==> config.mk <==
export PLATFORM = sky130hd
export DESIGN_NAME = box_filter_3x3_edge_clipped_core
export DESIGN_NICKNAME = d
export VERILOG_FILES = /design/src/rtl/core/bf3_pkg.sv /design/src/rtl/core/box_filter_3x3_edge_clipped_core.sv /design/src/rtl/core/bf3_job_queue.sv /design/src/rtl/core/bf3_front.sv /design/src/rtl/core/bf3_back.sv
export SDC_FILE = /design/constraint.sdc
export NUM_CORES = 1
export LEC_CHECK = 0
export BUFFER_PORTS_ARGS = -buffer_cell sky130_fd_sc_hd__buf_2
export CAP_MARGIN = 20
export CORE_ASPECT_RATIO = 0.7
export CORE_UTILIZATION = 34
export CTS_CLUSTER_DIAMETER = 150
export DETAILED_ROUTE_END_ITERATION = 12
export SYNTH_ARGS = -nofsm -noshare
export SYNTH_HDL_FRONTEND = slang
export SYNTH_SLANG_ARGS = --single-unit
==> constraint.sdc <==
create_clock -name clk -period 5.82 [get_ports clk]
set_input_delay 0.582 -clock clk [delete_from_list [all_inputs] [get_ports clk]]
set_output_delay 0.582 -clock clk [all_outputs]
set_load 0.02 [all_outputs]
==> src/rtl/core/bf3_pkg.sv <==
package bf3_pkg;

    // pixel and running sum widths
    localparam int PIX_W   = 8;
    localparam int COL2_W  = 9;    // two pixels of one column
    localparam int COL3_W  = 10;   // three pixels of one column
    localparam int SUM_W   = 12;   // up to nine pixels

    // configuration
    localparam int SIDE_W        = 6;
    localparam int MAX_SIDE_DEF  = 32;
    localparam logic [SIDE_W-1:0] SIDE_RESET = 6'd32;
    localparam int ADDR_W        = 3;
    localparam int DATA_W        = 32;
    localparam logic REG_IDX_SIDE = 1'b0;

    // queue depths (powers of two)
    localparam int JQ_DEPTH  = 4;
    localparam int OUT_DEPTH = 4;

    // result kinds a word can cause, in emission order
    localparam int NUM_KIND       = 5;
    localparam int KIND_PASS      = 0;  // side of one, pixel passes through
    localparam int KIND_UPPER     = 1;  // row above, center column c-1
    localparam int KIND_LOWER     = 2;  // bottom row, center column c-1
    localparam int KIND_UPPER_END = 3;  // row above, last column
    localparam int KIND_LOWER_END = 4;  // bottom row, last column

    typedef struct packed {
        logic [2:0][COL3_W-1:0] col3;   // [2] column c, [1] c-1, [0] c-2
        logic [2:0][COL2_W-1:0] col2;
        logic [NUM_KIND-1:0]    kinds;
        logic                   rows3;  // row r-2 takes part
        logic                   left_ok; // column c-2 lies inside the image
    } bf3_job_t;

endpackage

==> src/rtl/core/box_filter_3x3_edge_clipped_core.sv <==
// 3x3 box filter with the window clipped at the image border
//
// input channel: one 8-bit pixel word per push, raster order, square image
// of side pixels; a word is taken on a clock edge with push high, full low
// result channel: a queue read port; while empty is low the oldest result
// word sits on smoothed / last_in_burst / end_of_image and pop takes it
// config: APB register side at address 0 (6 bits, reset 32); 0 acts as 1 and
// values above MAX_SIDE act as MAX_SIDE; any write to it restarts the image
//
// throughput: one pixel per cycle through the row store pipeline while full is low;
// the result side emits one word per cycle while its queue has room, so on the bottom
// row (two results per pixel) and at image end (up to four) input runs at the result rate
// a result word passes the second stage, the job queue and the s1 and s2 registers
// before it shows on the queue; in image terms results lag one row plus one pixel
// a stalled reader fills the 4-word result queue, then the 4-entry job queue,
// then full rises; nothing is dropped
// reset: counters return to the top left corner, both queues empty, side 32;
// the row stores hold nothing valid until rows of a new image pass through
module box_filter_3x3_edge_clipped_core
    import bf3_pkg::*;
#(
    parameter int MAX_SIDE = MAX_SIDE_DEF
)
(
    input  logic              clk,
    input  logic              rst_n,
    // apb configuration port
    input  logic              psel,
    input  logic              penable,
    input  logic              pwrite,
    input  logic [ADDR_W-1:0] paddr,
    input  logic [DATA_W-1:0] pwdata,
    output logic [DATA_W-1:0] prdata,
    output logic              pready,
    // pixel input
    input  logic [PIX_W-1:0]  pixel,
    input  logic              push,
    output logic              full,
    // result output
    output logic [PIX_W-1:0]  smoothed,
    output logic              last_in_burst,
    output logic              end_of_image,
    output logic              empty,
    input  logic              pop
);

    logic [SIDE_W-1:0] side_reg, side_next;
    logic              side_wr;
    bf3_job_t          fe_job, be_job;
    logic              job_push, jq_full, jq_empty, jq_pop;

    // register file: a single register, byte offset ignored
    assign pready  = 1'b1;
    assign side_wr = psel && penable && pwrite && pready && (paddr[2] == REG_IDX_SIDE);
    assign side_next = side_wr ? pwdata[SIDE_W-1:0] : side_reg;
    assign prdata  = (paddr[2] == REG_IDX_SIDE) ? DATA_W'(side_reg) : '0;

    always_ff @(posedge clk or negedge rst_n)
    begin
        if (!rst_n)
        begin
            side_reg <= SIDE_RESET;
        end
        else
        begin
            side_reg <= side_next;
        end
    end

    // front: position tracking, row stores, column sums, result classification
    bf3_front #(
        .MAX_SIDE (MAX_SIDE)
    ) u_front (
        .clk      (clk),
        .rst_n    (rst_n),
        .side     (side_reg),
        .restart  (side_wr),
        .pixel    (pixel),
        .push     (push),
        .full     (full),
        .job      (fe_job),
        .job_push (job_push),
        .jq_full  (jq_full)
    );

    // short queue decoupling the pixel side from the result side
    bf3_job_queue u_job_queue (
        .clk    (clk),
        .rst_n  (rst_n),
        .wr_en  (job_push),
        .wr_job (fe_job),
        .full   (jq_full),
        .rd_en  (jq_pop),
        .rd_job (be_job),
        .empty  (jq_empty)
    );

    // back: sum, reciprocal multiply, result queue; one result per cycle while it has room
    bf3_back u_back (
        .clk           (clk),
        .rst_n         (rst_n),
        .job           (be_job),
        .jq_empty      (jq_empty),
        .jq_pop        (jq_pop),
        .smoothed      (smoothed),
        .last_in_burst (last_in_burst),
        .end_of_image  (end_of_image),
        .empty         (empty),
        .pop           (pop)
    );

endmodule

==> src/rtl/core/bf3_job_queue.sv <==
module bf3_job_queue
    import bf3_pkg::*;
(
    input  logic     clk,
    input  logic     rst_n,
    input  logic     wr_en,
    input  bf3_job_t wr_job,
    output logic     full,
    input  logic     rd_en,
    output bf3_job_t rd_job,
    output logic     empty
);

    localparam int PW = $clog2(JQ_DEPTH);

    bf3_job_t        entry_reg [JQ_DEPTH];
    logic [PW-1:0]   wr_ptr_reg, wr_ptr_next;
    logic [PW-1:0]   rd_ptr_reg, rd_ptr_next;
    logic [PW:0]     count_reg, count_next;
    logic            do_wr, do_rd;

    assign full   = (count_reg == (PW+1)'(JQ_DEPTH));
    assign empty  = (count_reg == '0);
    assign do_wr  = wr_en && !full;
    assign do_rd  = rd_en && !empty;
    assign rd_job = entry_reg[rd_ptr_reg];

    always_comb
    begin
        wr_ptr_next = do_wr ? wr_ptr_reg + PW'(1) : wr_ptr_reg;
        rd_ptr_next = do_rd ? rd_ptr_reg + PW'(1) : rd_ptr_reg;
        count_next  = count_reg;
        if (do_wr && !do_rd)
        begin
            count_next = count_reg + (PW+1)'(1);
        end
        else if (do_rd && !do_wr)
        begin
            count_next = count_reg - (PW+1)'(1);
        end
    end

    always_ff @(posedge clk or negedge rst_n)
    begin
        if (!rst_n)
        begin
            wr_ptr_reg <= '0;
            rd_ptr_reg <= '0;
            count_reg  <= '0;
        end
        else
        begin
            wr_ptr_reg <= wr_ptr_next;
            rd_ptr_reg <= rd_ptr_next;
            count_reg  <= count_next;
        end
    end

    always_ff @(posedge clk)
    begin
        if (do_wr)
        begin
            entry_reg[wr_ptr_reg] <= wr_job;
        end
    end

endmodule

==> src/rtl/core/bf3_front.sv <==
module bf3_front
    import bf3_pkg::*;
#(
    parameter int MAX_SIDE = MAX_SIDE_DEF
)
(
    input  logic              clk,
    input  logic              rst_n,
    input  logic [SIDE_W-1:0] side,
    input  logic              restart,
    input  logic [PIX_W-1:0]  pixel,
    input  logic              push,
    output logic              full,
    output bf3_job_t          job,
    output logic              job_push,
    input  logic              jq_full
);

    localparam int AW = (MAX_SIDE > 1) ? $clog2(MAX_SIDE) : 1;

    // line stores: row r-2 and row r-1
    logic [PIX_W-1:0]  upper_mem  [MAX_SIDE];
    logic [PIX_W-1:0]  middle_mem [MAX_SIDE];

    logic [AW-1:0]     last_idx;
    logic [AW-1:0]     row_reg, row_next;
    logic [AW-1:0]     col_reg, col_next;
    logic              accept;
    logic [NUM_KIND-1:0] kinds;
    logic              last_row, last_col, row_ge1, row_ge2, col_ge1, col_ge2, pass;

    // second stage
    logic              f1_valid_reg, f1_valid_next;
    logic [AW-1:0]     f1_col_reg;
    logic [PIX_W-1:0]  f1_pixel_reg;
    logic [NUM_KIND-1:0] f1_kinds_reg;
    logic              f1_top_reg, f1_mid_reg, f1_left_reg;
    logic [PIX_W-1:0]  upper_rd_reg, middle_rd_reg;
    logic              f1_adv;
    logic [COL3_W-1:0] cur3;
    logic [COL2_W-1:0] cur2;

    // column sums of c-2 ([0]) and c-1 ([1])
    logic [COL3_W-1:0] win3_reg [2];
    logic [COL2_W-1:0] win2_reg [2];

    always_comb
    begin
        if (side == '0)
        begin
            last_idx = '0;
        end
        else if (side > SIDE_W'(MAX_SIDE))
        begin
            last_idx = AW'(MAX_SIDE - 1);
        end
        else
        begin
            last_idx = AW'(side - SIDE_W'(1));
        end
    end

    assign accept   = push && !full;
    assign pass     = (last_idx == '0);
    assign last_row = (row_reg == last_idx);
    assign last_col = (col_reg == last_idx);
    assign row_ge1  = (row_reg != '0);
    assign row_ge2  = (row_reg > AW'(1));
    assign col_ge1  = (col_reg != '0);
    assign col_ge2  = (col_reg > AW'(1));

    always_comb
    begin
        kinds = '0;
        if (pass)
        begin
            kinds[KIND_PASS] = 1'b1;
        end
        else
        begin
            kinds[KIND_UPPER]     = col_ge1 && row_ge1;
            kinds[KIND_LOWER]     = col_ge1 && last_row;
            kinds[KIND_UPPER_END] = last_col && row_ge1;
            kinds[KIND_LOWER_END] = last_col && last_row;
        end
    end

    always_comb
    begin
        row_next = row_reg;
        col_next = col_reg;
        if (restart)
        begin
            row_next = '0;
            col_next = '0;
        end
        else if (accept)
        begin
            if (last_col)
            begin
                col_next = '0;
                row_next = last_row ? '0 : row_reg + AW'(1);
            end
            else
            begin
                col_next = col_reg + AW'(1);
            end
        end
    end

    // stage moves on unless a word with results finds the queue full
    assign f1_adv   = f1_valid_reg && (!jq_full || (f1_kinds_reg == '0));
    assign full     = f1_valid_reg && !f1_adv;
    assign job_push = f1_valid_reg && (f1_kinds_reg != '0) && !jq_full;

    always_comb
    begin
        if (accept)
        begin
            f1_valid_next = 1'b1;
        end
        else if (f1_adv)
        begin
            f1_valid_next = 1'b0;
        end
        else
        begin
            f1_valid_next = f1_valid_reg;
        end
    end

    always_ff @(posedge clk or negedge rst_n)
    begin
        if (!rst_n)
        begin
            row_reg      <= '0;
            col_reg      <= '0;
            f1_valid_reg <= 1'b0;
        end
        else
        begin
            row_reg      <= row_next;
            col_reg      <= col_next;
            f1_valid_reg <= f1_valid_next;
        end
    end

    always_ff @(posedge clk)
    begin
        if (accept)
        begin
            f1_col_reg    <= col_reg;
            f1_pixel_reg  <= pixel;
            f1_kinds_reg  <= kinds;
            f1_top_reg    <= row_ge2;
            f1_mid_reg    <= row_ge1;
            f1_left_reg   <= col_ge2;
            upper_rd_reg  <= upper_mem[col_reg];
            middle_rd_reg <= middle_mem[col_reg];
        end
        if (f1_adv)
        begin
            // rows move down one place as the column is passed
            upper_mem[f1_col_reg]  <= middle_rd_reg;
            middle_mem[f1_col_reg] <= f1_pixel_reg;
            win3_reg[0] <= win3_reg[1];
            win3_reg[1] <= cur3;
            win2_reg[0] <= win2_reg[1];
            win2_reg[1] <= cur2;
        end
    end

    always_comb
    begin
        cur3 = COL3_W'(f1_pixel_reg)
             + (f1_mid_reg ? COL3_W'(middle_rd_reg) : '0)
             + (f1_top_reg ? COL3_W'(upper_rd_reg) : '0);
        cur2 = COL2_W'(f1_pixel_reg)
             + (f1_mid_reg ? COL2_W'(middle_rd_reg) : '0);
    end

    always_comb
    begin
        job.col3    = {cur3, win3_reg[1], win3_reg[0]};
        job.col2    = {cur2, win2_reg[1], win2_reg[0]};
        job.kinds   = f1_kinds_reg;
        job.rows3   = f1_top_reg;
        job.left_ok = f1_left_reg;
    end

endmodule

==> src/rtl/core/bf3_back.sv <==
module bf3_back
    import bf3_pkg::*;
(
    input  logic             clk,
    input  logic             rst_n,
    input  bf3_job_t         job,
    input  logic             jq_empty,
    output logic             jq_pop,
    output logic [PIX_W-1:0] smoothed,
    output logic             last_in_burst,
    output logic             end_of_image,
    output logic             empty,
    input  logic             pop
);

    // floor(sum / d) = (sum * k) >> FRAC for every sum below 2^SUM_W
    localparam int RECIP_W = 16;
    localparam int FRAC    = 15;
    localparam int PROD_W  = SUM_W + RECIP_W;
    localparam logic [RECIP_W-1:0] RECIP_DIV1 = 16'd32768;
    localparam logic [RECIP_W-1:0] RECIP_DIV4 = 16'd8192;
    localparam logic [RECIP_W-1:0] RECIP_DIV6 = 16'd5462;
    localparam logic [RECIP_W-1:0] RECIP_DIV9 = 16'd3641;
    localparam int OPW = $clog2(OUT_DEPTH);

    logic [NUM_KIND-1:0] done_reg, done_next;
    logic [NUM_KIND-1:0] remaining, pick;
    logic                is_last, room, issue;
    logic                use3, rows3, left, mid_col;
    logic [COL3_W-1:0]   c0, c1, c2;
    logic [SUM_W-1:0]    sum;
    logic [RECIP_W-1:0]  recip;
    logic                eoi;

    logic                s1_valid_reg;
    logic [SUM_W-1:0]    s1_sum_reg;
    logic [RECIP_W-1:0]  s1_recip_reg;
    logic                s1_last_reg, s1_eoi_reg;
    logic                s2_valid_reg;
    logic [PROD_W-1:0]   s2_prod_reg;
    logic                s2_last_reg, s2_eoi_reg;

    logic [PIX_W-1:0]    out_pix_reg  [OUT_DEPTH];
    logic                out_last_reg [OUT_DEPTH];
    logic                out_eoi_reg  [OUT_DEPTH];
    logic [OPW-1:0]      owr_ptr_reg, ord_ptr_reg;
    logic [OPW:0]        ocnt_reg, ocnt_next;
    logic                o_rd;

    assign remaining = job.kinds & ~done_reg;
    assign pick      = remaining & (~remaining + NUM_KIND'(1));
    assign is_last   = ((remaining & ~pick) == '0);
    assign room      = ((ocnt_reg + (OPW+1)'(s1_valid_reg) + (OPW+1)'(s2_valid_reg))
                        < (OPW+1)'(OUT_DEPTH));
    assign issue     = !jq_empty && room;
    assign jq_pop    = issue && is_last;

    always_comb
    begin
        done_next = done_reg;
        if (issue)
        begin
            done_next = is_last ? '0 : (done_reg | pick);
        end
    end

    // window selection for the chosen result
    always_comb
    begin
        use3    = pick[KIND_PASS] || pick[KIND_UPPER] || pick[KIND_UPPER_END];
        rows3   = (pick[KIND_UPPER] || pick[KIND_UPPER_END]) && job.rows3;
        left    = (pick[KIND_UPPER] || pick[KIND_LOWER]) && job.left_ok;
        mid_col = !pick[KIND_PASS];
        eoi     = pick[KIND_PASS] || pick[KIND_LOWER_END];
        if (use3)
        begin
            c0 = job.col3[0];
            c1 = job.col3[1];
            c2 = job.col3[2];
        end
        else
        begin
            c0 = COL3_W'(job.col2[0]);
            c1 = COL3_W'(job.col2[1]);
            c2 = COL3_W'(job.col2[2]);
        end
        sum = SUM_W'(c2)
            + (mid_col ? SUM_W'(c1) : '0)
            + (left ? SUM_W'(c0) : '0);
        if (pick[KIND_PASS])
        begin
            recip = RECIP_DIV1;
        end
        else if (rows3 && left)
        begin
            recip = RECIP_DIV9;
        end
        else if (rows3 || left)
        begin
            recip = RECIP_DIV6;
        end
        else
        begin
            recip = RECIP_DIV4;
        end
    end

    assign o_rd = pop && !empty;

    always_comb
    begin
        ocnt_next = ocnt_reg;
        if (s2_valid_reg && !o_rd)
        begin
            ocnt_next = ocnt_reg + (OPW+1)'(1);
        end
        else if (o_rd && !s2_valid_reg)
        begin
            ocnt_next = ocnt_reg - (OPW+1)'(1);
        end
    end

    always_ff @(posedge clk or negedge rst_n)
    begin
        if (!rst_n)
        begin
            done_reg     <= '0;
            s1_valid_reg <= 1'b0;
            s2_valid_reg <= 1'b0;
            owr_ptr_reg  <= '0;
            ord_ptr_reg  <= '0;
            ocnt_reg     <= '0;
        end
        else
        begin
            done_reg     <= done_next;
            s1_valid_reg <= issue;
            s2_valid_reg <= s1_valid_reg;
            if (s2_valid_reg)
            begin
                owr_ptr_reg <= owr_ptr_reg + OPW'(1);
            end
            if (o_rd)
            begin
                ord_ptr_reg <= ord_ptr_reg + OPW'(1);
            end
            ocnt_reg <= ocnt_next;
        end
    end

    always_ff @(posedge clk)
    begin
        s1_sum_reg   <= sum;
        s1_recip_reg <= recip;
        s1_last_reg  <= is_last;
        s1_eoi_reg   <= eoi;
        s2_prod_reg  <= PROD_W'(s1_sum_reg) * PROD_W'(s1_recip_reg);
        s2_last_reg  <= s1_last_reg;
        s2_eoi_reg   <= s1_eoi_reg;
        if (s2_valid_reg)
        begin
            out_pix_reg[owr_ptr_reg]  <= s2_prod_reg[FRAC+PIX_W-1:FRAC];
            out_last_reg[owr_ptr_reg] <= s2_last_reg;
            out_eoi_reg[owr_ptr_reg]  <= s2_eoi_reg;
        end
    end

    assign empty         = (ocnt_reg == '0);
    assign smoothed      = out_pix_reg[ord_ptr_reg];
    assign last_in_burst = out_last_reg[ord_ptr_reg];
    assign end_of_image  = out_eoi_reg[ord_ptr_reg];

endmodule

==> summary.txt, run 1 <==
Layout
  – Synthesis-to-layout area growth: 12.70%
  – Final non-filler cell area: around 47,000 sq um
  – Core occupancy in the finished layout: about two fifths
  – Fill count: 10,920
  – Final net count: about 2,700
  – Layout cell share with drive strength beyond 1: 20.84%
  – Count of placed standard cells in the final layout, fillers left out: 4,146

Worst setup path
  – Startpoint type of the worst setup path: flop
  – Cell with the largest stage delay on the worst path: sky130_fd_sc_hd__dfxtp_1
  – Worst setup path class: reg -> reg
  – Critical Path AT: about 6 ns
  – Delay-heaviest family, CP: adder cells
  – Worst stage delay on the critical path: roughly 0.59 ns
  – List of cells traversed by the critical path: buf_4 > nand2_1 > xor2_1 > ha_1 > a31oi_1 > fa_1 > inv_1 > fa_1 > fa_1 > inv_1 > fa_1 > inv_1 > ha_1 > a2111oi_0 > o21ai_0 > a22oi_1 > nand2_1 > a2111o_1 > nand3_1
  – Critical path endpoint category: flop
  – Critical path buffers and inverters: 4
  – CP max FO: 11
  – Most common cell type on the critical path: sky130_fd_sc_hd__fa_1
  – Data required time at the worst endpoint: about 6.4 ns

Floorplanning
  – Floorplan die height: slightly below 300 um
  – Chip Width: ~420 um
  – Area of the core: between 100,000 and 150,000 sq um
  – Total I/O pin count: 95
  – Area of the die: ~120,000 sq um
  – Effective utilization at floorplan: around a third
  – Total number of placement rows: roughly 110

Clocking
  – Clock transition at the register clock pins on the worst setup and hold paths after CTS: around 0.06 ns
  – Insertion delay to the later sink of the worst-skew pair: 0.69 ns
  – TritonCTS clock tree: built
  – Worst-case clock buffer depth: 3
  – CTS Buf Count: 88
  – Number of clock sinks: 950
  – Max H-tree Level: 3
  – Clock tree root driver cell: sky130_fd_sc_hd__clkbuf_16
  – Number of hold buffers added after cts: 0

Global routing
  – Number of global-route vias before repair: between 20,000 and 25,000
  – Pin count of the biggest net entering global routing: 80
  – Global-route wire length before repair: around 140,000 um
  – GRT Total Usage: between 10 and 15%
  – Initial antenna violation count: 2
  – Remaining Overflow, GRT: 0

Timing
  – Maximum operating frequency: between 150 and 200 MHz
  – RSZ-0062 raised after global routing: false
  – Setup tns final: 0 ns
  – Shortest clock period the worst path allows after layout: around 5.6 ns
  – Part of the cycle the worst path needs: a little over nine tenths
  – Worst slew margin relative to its limit: 28.41%
  – Final-report max-slew violation count: 0
  – Count of endpoints failing hold in the final timing report: 0
  – Worst Tran Pin Value: about 1.1 ns
  – Setup-violating endpoint count in the final report: 0
  – Clock tree skew after final layout: ~0.04 ns

Synthesis
  – Main synth FF type: sky130_fd_sc_hd__edfxtp_1
  – Top cells by area in the synthesized netlist: sky130_fd_sc_hd__edfxtp_1, sky130_fd_sc_hd__mux4_2, sky130_fd_sc_hd__fa_1, sky130_fd_sc_hd__ha_1, sky130_fd_sc_hd__dfrtp_1
  – Cell taking the most area after synthesis: sky130_fd_sc_hd__edfxtp_1
  – Cell Area, Synth: 41,890 sq um
  – Syn Area/Cell: approximately 18 sq um
  – Distinct cell type count of the synthesized netlist: 77
  – Flip-flop and latch count after synthesis: 950
  – Most frequently used cell type in the post-synthesis netlist: sky130_fd_sc_hd__edfxtp_1
  – List of most frequent post-synthesis cells: sky130_fd_sc_hd__edfxtp_1, sky130_fd_sc_hd__mux4_2, sky130_fd_sc_hd__inv_1
  – Number of synthesized flops with an enable pin: a little under 900
  – Syn Inst Count: roughly 2,300
  – Sequential element share of the synthesized area: approximately 67%
  – Proportion of synthesized flip-flops having asynchronous set or reset: under 10%
  – Share of the synthesized area in the top cell type: ~63%
  – Synth warn: 0

Placement
  – Number of cells in the design after placement: around 4,000
  – Placed instance area: approximately 44,000 sq um
  – Detailed placement HPWL: 55,550 um
  – Number of buffers inserted by port buffering: 39
  – Routability Congestion: approximately 0.84

Job
  – Max-cap viol count: 0

Detailed routing
  – Post-detailed-route count of antenna-violating nets: 0
  – Via count normalized by instance count: ~4.9
  – Routed vias: ~20,000
  – Topmost layer with routed signal wires: met4
  – Detailed Route Iter0 Violations: around 1,500
  – Wl on met1: ~42,000 um
  – Routed length per instance: 21.36 um
  – Number of detailed-routing iterations run before antenna repair: 5
  – Post-route DRC violation count: 0
  – Met3 Routed Length: 3511 um
  – Sum of routed wire length over all layers: 88,570 um
  – Met2 wire length: ~42,000 um

Outcome
  – Result of the run: finished clean

Worst hold path
  – HP Class: in -> async
-- final cells by class --
type	count	area, sq um	area share (%)
Antenna cell	1	2.502	0.005301
Timing Repair Buffer	114	863.3	1.829
Clock inverter	58	479.2	1.015
Clock buffer	106	2321	4.916
Tap cell	1635	2046	4.333
Inverter	219	822.0	1.741
Sequential cell	950	28060	59.45
Multi-Input combinational cell	1063	12610	26.71
-- metrics by stage --
| step | hold slack, ns | worst slack, ns |
|---|---|---|
| 2_1_floorplan | 0.2864 | 0.7103 |
| 3_3_place_gp | 0.3242 | 0.1493 |
| 3_5_place_dp | 0.3219 | 0.2552 |
| 4_1_cts | 0.02637 | 0.1855 |
| 5_1_grt | 0.04624 | 0.03435 |
| 6_report | 0.03488 | 0.2576 |
-- worst reg2reg max path, stage by stage (launching register included) --
cell                        delay (ns)
sky130_fd_sc_hd__dfxtp_1          0.59
sky130_fd_sc_hd__buf_4            0.24
sky130_fd_sc_hd__nand2_1          0.08
sky130_fd_sc_hd__xor2_1           0.17
sky130_fd_sc_hd__ha_1             0.19
sky130_fd_sc_hd__a31oi_1          0.34
sky130_fd_sc_hd__fa_1             0.53
sky130_fd_sc_hd__inv_1            0.09
sky130_fd_sc_hd__fa_1             0.44
sky130_fd_sc_hd__fa_1             0.52
sky130_fd_sc_hd__inv_1            0.05
sky130_fd_sc_hd__fa_1             0.48
sky130_fd_sc_hd__inv_1            0.05
sky130_fd_sc_hd__ha_1             0.20
sky130_fd_sc_hd__a2111oi_0        0.41
sky130_fd_sc_hd__o21ai_0          0.16
sky130_fd_sc_hd__a22oi_1          0.26
sky130_fd_sc_hd__nand2_1          0.17
sky130_fd_sc_hd__a2111o_1         0.45
sky130_fd_sc_hd__nand3_1          0.07
-- final timing paths --
check | startpoint | end | slack [ns] | cells past startpoint
max in group asynchronous | rst_n | u_job_queue.rd_ptr_reg[0] | 5.10 | 1
worst max register to register | u_back.s1_recip_reg[12] | u_back.s2_prod_reg[20] | 0.26 | 19
worst max-delay path | u_back.s1_recip_reg[12] | u_back.s2_prod_reg[20] | 0.26 | 19
min in group clk | pixel[7] | u_front.f1_pixel_reg[7] | 0.08 | 1
worst min register to register | u_back.s1_last_reg | u_back.s2_last_reg | 0.34 | 0
worst min-delay path | rst_n | u_back.done_reg[4] | 0.03 | 1
-- per-layer routing --
metal	GRT usage, %	vias up
met1	21.02	10890
met3	2.200	102
met2	22.65	419
met5	0	-
met4	2.794	0
li1	-	8982
-- repair_timing --
| item | CTS | global route |
|---|---|---|
| endpoints found under the setup margin | 0 | 3 |
| resized for setup | 0 | 1 |
| setup buffers | 0 | 0 |
-- cells in the final DEF, fill, tap and decap left out, types with 5 or more instances in the layout --
cell type | synthesis | final
sky130_fd_sc_hd__edfxtp_1 | 883 | 883
sky130_fd_sc_hd__clkinv_2 | 0 | 15
sky130_fd_sc_hd__nor2_1 | 76 | 76
sky130_fd_sc_hd__a21oi_1 | 30 | 30
sky130_fd_sc_hd__clkinvlp_4 | 0 | 6
sky130_fd_sc_hd__buf_2 | 15 | 39
sky130_fd_sc_hd__xor2_1 | 23 | 23
sky130_fd_sc_hd__nor2b_1 | 9 | 9
sky130_fd_sc_hd__mux4_2 | 225 | 225
sky130_fd_sc_hd__mux2i_1 | 38 | 38
sky130_fd_sc_hd__fa_1 | 117 | 117
sky130_fd_sc_hd__buf_4 | 28 | 68
sky130_fd_sc_hd__ha_1 | 104 | 104
sky130_fd_sc_hd__mux2_2 | 26 | 26
sky130_fd_sc_hd__dfrtp_1 | 37 | 31
sky130_fd_sc_hd__nand3_1 | 21 | 21
sky130_fd_sc_hd__nand2_1 | 108 | 108
sky130_fd_sc_hd__nor3_1 | 14 | 14
sky130_fd_sc_hd__conb_1 | 2 | 27
sky130_fd_sc_hd__nand3b_1 | 9 | 9
sky130_fd_sc_hd__clkinv_1 | 1 | 25
sky130_fd_sc_hd__clkbuf_1 | 50 | 14
sky130_fd_sc_hd__xnor2_1 | 34 | 34
sky130_fd_sc_hd__o211ai_1 | 5 | 5
sky130_fd_sc_hd__dfxtp_1 | 29 | 28
sky130_fd_sc_hd__nand2b_1 | 11 | 11
sky130_fd_sc_hd__nand4_1 | 11 | 11
sky130_fd_sc_hd__a31o_2 | 5 | 5
sky130_fd_sc_hd__clkbuf_16 | 0 | 89
sky130_fd_sc_hd__inv_1 | 218 | 217
sky130_fd_sc_hd__and2_1 | 47 | 43
sky130_fd_sc_hd__o21ai_0 | 29 | 29
sky130_fd_sc_hd__a21o_1 | 16 | 16
-- cells by family (layout without fill, tap and decap cells) --
logic type / count (synthesis) / after routing / share of synthesized area (%)
flops: 950 / 950 / 66.96
other cells: 2 / 28 / 0.01793
compound gates: 125 / 125 / 2.055
fa+ha+maj: 223 / 223 / 8.746
simple gates: 342 / 342 / 4.119
mux: 289 / 289 / 13.70
buf+inv: 323 / 497 / 3.208
xor+xnor: 57 / 57 / 1.192
Power of run 1 is not shown: default switching activity piles up to over one toggle a cycle in this logic, so the estimate is an artifact.
==> run 2: changes to the inputs <==
Settings changed: MAX_ROUTING_LAYER set to met4, PLACE_DENSITY_LB_ADDON set to 0.05.
Clock period 5.82 ns to 5.2 ns, I/O delays scaled along.
==> run 2 against run 1 <==
  * Sequential cell count unchanged
  * Hold slack better by 0.038 ns
  * Wire length rose by 16%
  * Core utilization grew 1.0 points
  * Sequential share of layout area is 1.5 points lower
  * Die area unchanged
  * Critical path depth fell by 2
  * Critical endpoint unchanged
  * Highest routed layer unchanged
==> summary.txt, run 2 (synthesized netlist as in run 1, its figures left out) <==
Worst setup path
  – Cell with the largest stage delay on the worst path: sky130_fd_sc_hd__fa_1
  – CP max FO: 5
  – Worst stage delay on the critical path: 0.55 ns
  – Reg2Reg Capture Point: u_back.s2_prod_reg[20]
  – Critical Path AT: 5.61 ns
  – R2r startpoint: u_back.s1_sum_reg[5]
  – Register-to-Register Setup Slack: between 0.2 and 0.25 ns
  – CP endpoint: u_back.s2_prod_reg[20]
  – Worst setup startpoint: u_back.s1_sum_reg[5]
  – Startpoint type of the worst setup path: flop
  – Most common cell type on the critical path: sky130_fd_sc_hd__fa_1
  – Cell count of the worst reg-to-reg path: 17
  – Worst setup path class: reg -> reg
  – Data required time at the worst endpoint: 5.81 ns
  – Critical path endpoint category: flop
  – List of cells traversed by the critical path: and2_1 > inv_1 > fa_1 > fa_1 > inv_1 > fa_1 > fa_1 > inv_1 > fa_1 > inv_1 > ha_1 > a2111oi_1 > o21ai_1 > a22oi_2 > nand2_1 > a2111o_1 > nand3_1

Layout
  – Commonest non-fill, non-tap cell in the layout: sky130_fd_sc_hd__edfxtp_1
  – Core occupancy in the finished layout: 39.72%
  – Synthesis-to-layout area growth: 15.65%
  – Most frequent cells in the layout: sky130_fd_sc_hd__edfxtp_1, sky130_fd_sc_hd__mux4_2, sky130_fd_sc_hd__inv_1
  – Layout cell share with drive strength beyond 1: 25.10%
  – Final net count: between 2,000 and 3,000
  – Antenna diode count: 0

Placement
  – Routability Congestion: roughly 0.8
  – Number of buffers inserted by port buffering: 39
  – Detailed placement HPWL: 66,630 um
  – Post-Place Worst Slack: -0.08090 ns

Outcome
  – Result of the run: finished clean

Global routing
  – Remaining Overflow, GRT: 0
  – Initial antenna violation count: 3
  – Global-route wire length before repair: about 150,000 um
  – GRT Total Usage: between 10% and 20%
  – Pin count of the biggest net entering global routing: 81
  – Number of global-route vias before repair: 21,840

Timing
  – Count of endpoints failing hold in the final timing report: 0
  – Setup tns final: 0 ns
  – Setup-violating endpoint count in the final report: 0
  – Setup WS post-layout: approximately 0.21 ns
  – Shortest clock period the worst path allows after layout: 4.995 ns
  – Maximum operating frequency: roughly 200 MHz
  – Worst Tran Pin Value: between 0.9 and 1 ns
  – Final-report max-slew violation count: 0
  – Part of the cycle the worst path needs: a little over nine tenths
  – Worst slew margin relative to its limit: between 30 and 40%
  – Post-route worst hold slack: 0.07316 ns
  – RSZ-0062 raised after global routing: false
  – Clock tree skew after final layout: about 0.032 ns

Detailed routing
  – Routed length per instance: ~24 um
  – Number of detailed-routing iterations run before antenna repair: 5
  – Post-detailed-route count of antenna-violating nets: 0
  – Detailed Route Iter0 Violations: around 1,700
  – Post-route DRC violation count: 0
  – Routed vias: 20,770
  – Via count normalized by instance count: ~4.9
  – Sum of routed wire length over all layers: 103,100 um

Clocking
  – CTS Buf Count: just under 100
  – Number of clock sinks: 950
  – Max H-tree Level: 3
  – TritonCTS clock tree: built
  – Worst-case clock buffer depth: 3
  – Clock tree root driver cell: sky130_fd_sc_hd__clkbuf_16
  – Insertion delay to the later sink of the worst-skew pair: 0.69 ns
  – Clock transition at the register clock pins on the worst setup and hold paths after CTS: around 0.060 ns

Floorplanning
  – Effective utilization at floorplan: roughly a third
  – Area of the die: between 100,000 and 150,000 sq um
  – Total I/O pin count: 95
  – Area of the core: around 120,000 sq um
  – Floorplan die height: between 200 and 300 um
  – Chip Width: 421.5 um
  – Total number of placement rows: 107

Worst hold path
  – HP Class: in -> reg

Job
  – Max-cap viol count: 0
[run 2: layout make-up]
cell class / count / area, sq um
Tap cell: 1635 / 2046
Inverter: 219 / 822.0
Clock inverter: 56 / 650.6
Fill cell: 10980 / 73520
Timing Repair Buffer: 200 / 1515
Clock buffer: 122 / 2551
Sequential cell: 950 / 28070
Multi-Input combinational cell: 1063 / 12790
[run 2: critical path: cells and delay by family, from the launching register on]
family                     cells  cell delay, ns
buffers and inverters          4            0.21
and+or+nand+nor                3            0.38
adders and majority gates      6            2.72
DFF                            1            0.48
AOI/OAI and AO/OA              4            1.15
[run 2: worst min-delay path by stage]
stage / start / endpoint / slack [ns] / cells after the start
floorplan: rst_n / side_reg[0] / 0.22 / 0
global placement: u_back.s1_eoi_reg / u_back.s2_eoi_reg / 0.32 / 0
detailed placement: u_back.s1_last_reg / u_back.s2_last_reg / 0.31 / 0
CTS: pwdata[5] / side_reg[5] / 0.01 / 3
global route: pwdata[5] / side_reg[5] / 0.04 / 3
finish: pwdata[5] / side_reg[5] / 0.07 / 3
[run 2: stage by stage]
stage | cell area [sq um] | instances
floorplan | 41980 | 2336
global placement | 45030 | 4052
detailed placement | 45030 | 4052
CTS | 48370 | 4243
global route | 48440 | 4245
finish | 48440 | 4245
[run 2: layer usage]
| metal | GRT usage, % | share of wire [%] | vias up |
|---|---|---|---|
| met3 | 3.082 | 4.9 | 115 |
| li1 | - | - | 9198 |
| met4 | 3.113 | 1.5 | 0 |
| met2 | 23.39 | 41 | 451 |
| met1 | 27.51 | 53 | 11010 |
| met5 | - | 0 | - |
[run 2: timing repair]
| item | 4_1_cts | 5_1_grt |
|---|---|---|
| gates cloned | 0 | 0 |
| buffers inserted | 0 | 2 |
| resized for setup | 2 | 21 |
| setup endpoints to repair | 4 | 9 |
| hold endpoints to repair | 49 | 0 |
| hold buffers | 13 | 0 |
| pin swaps | 0 | 4 |
Power of run 2 is left out for the same reason.
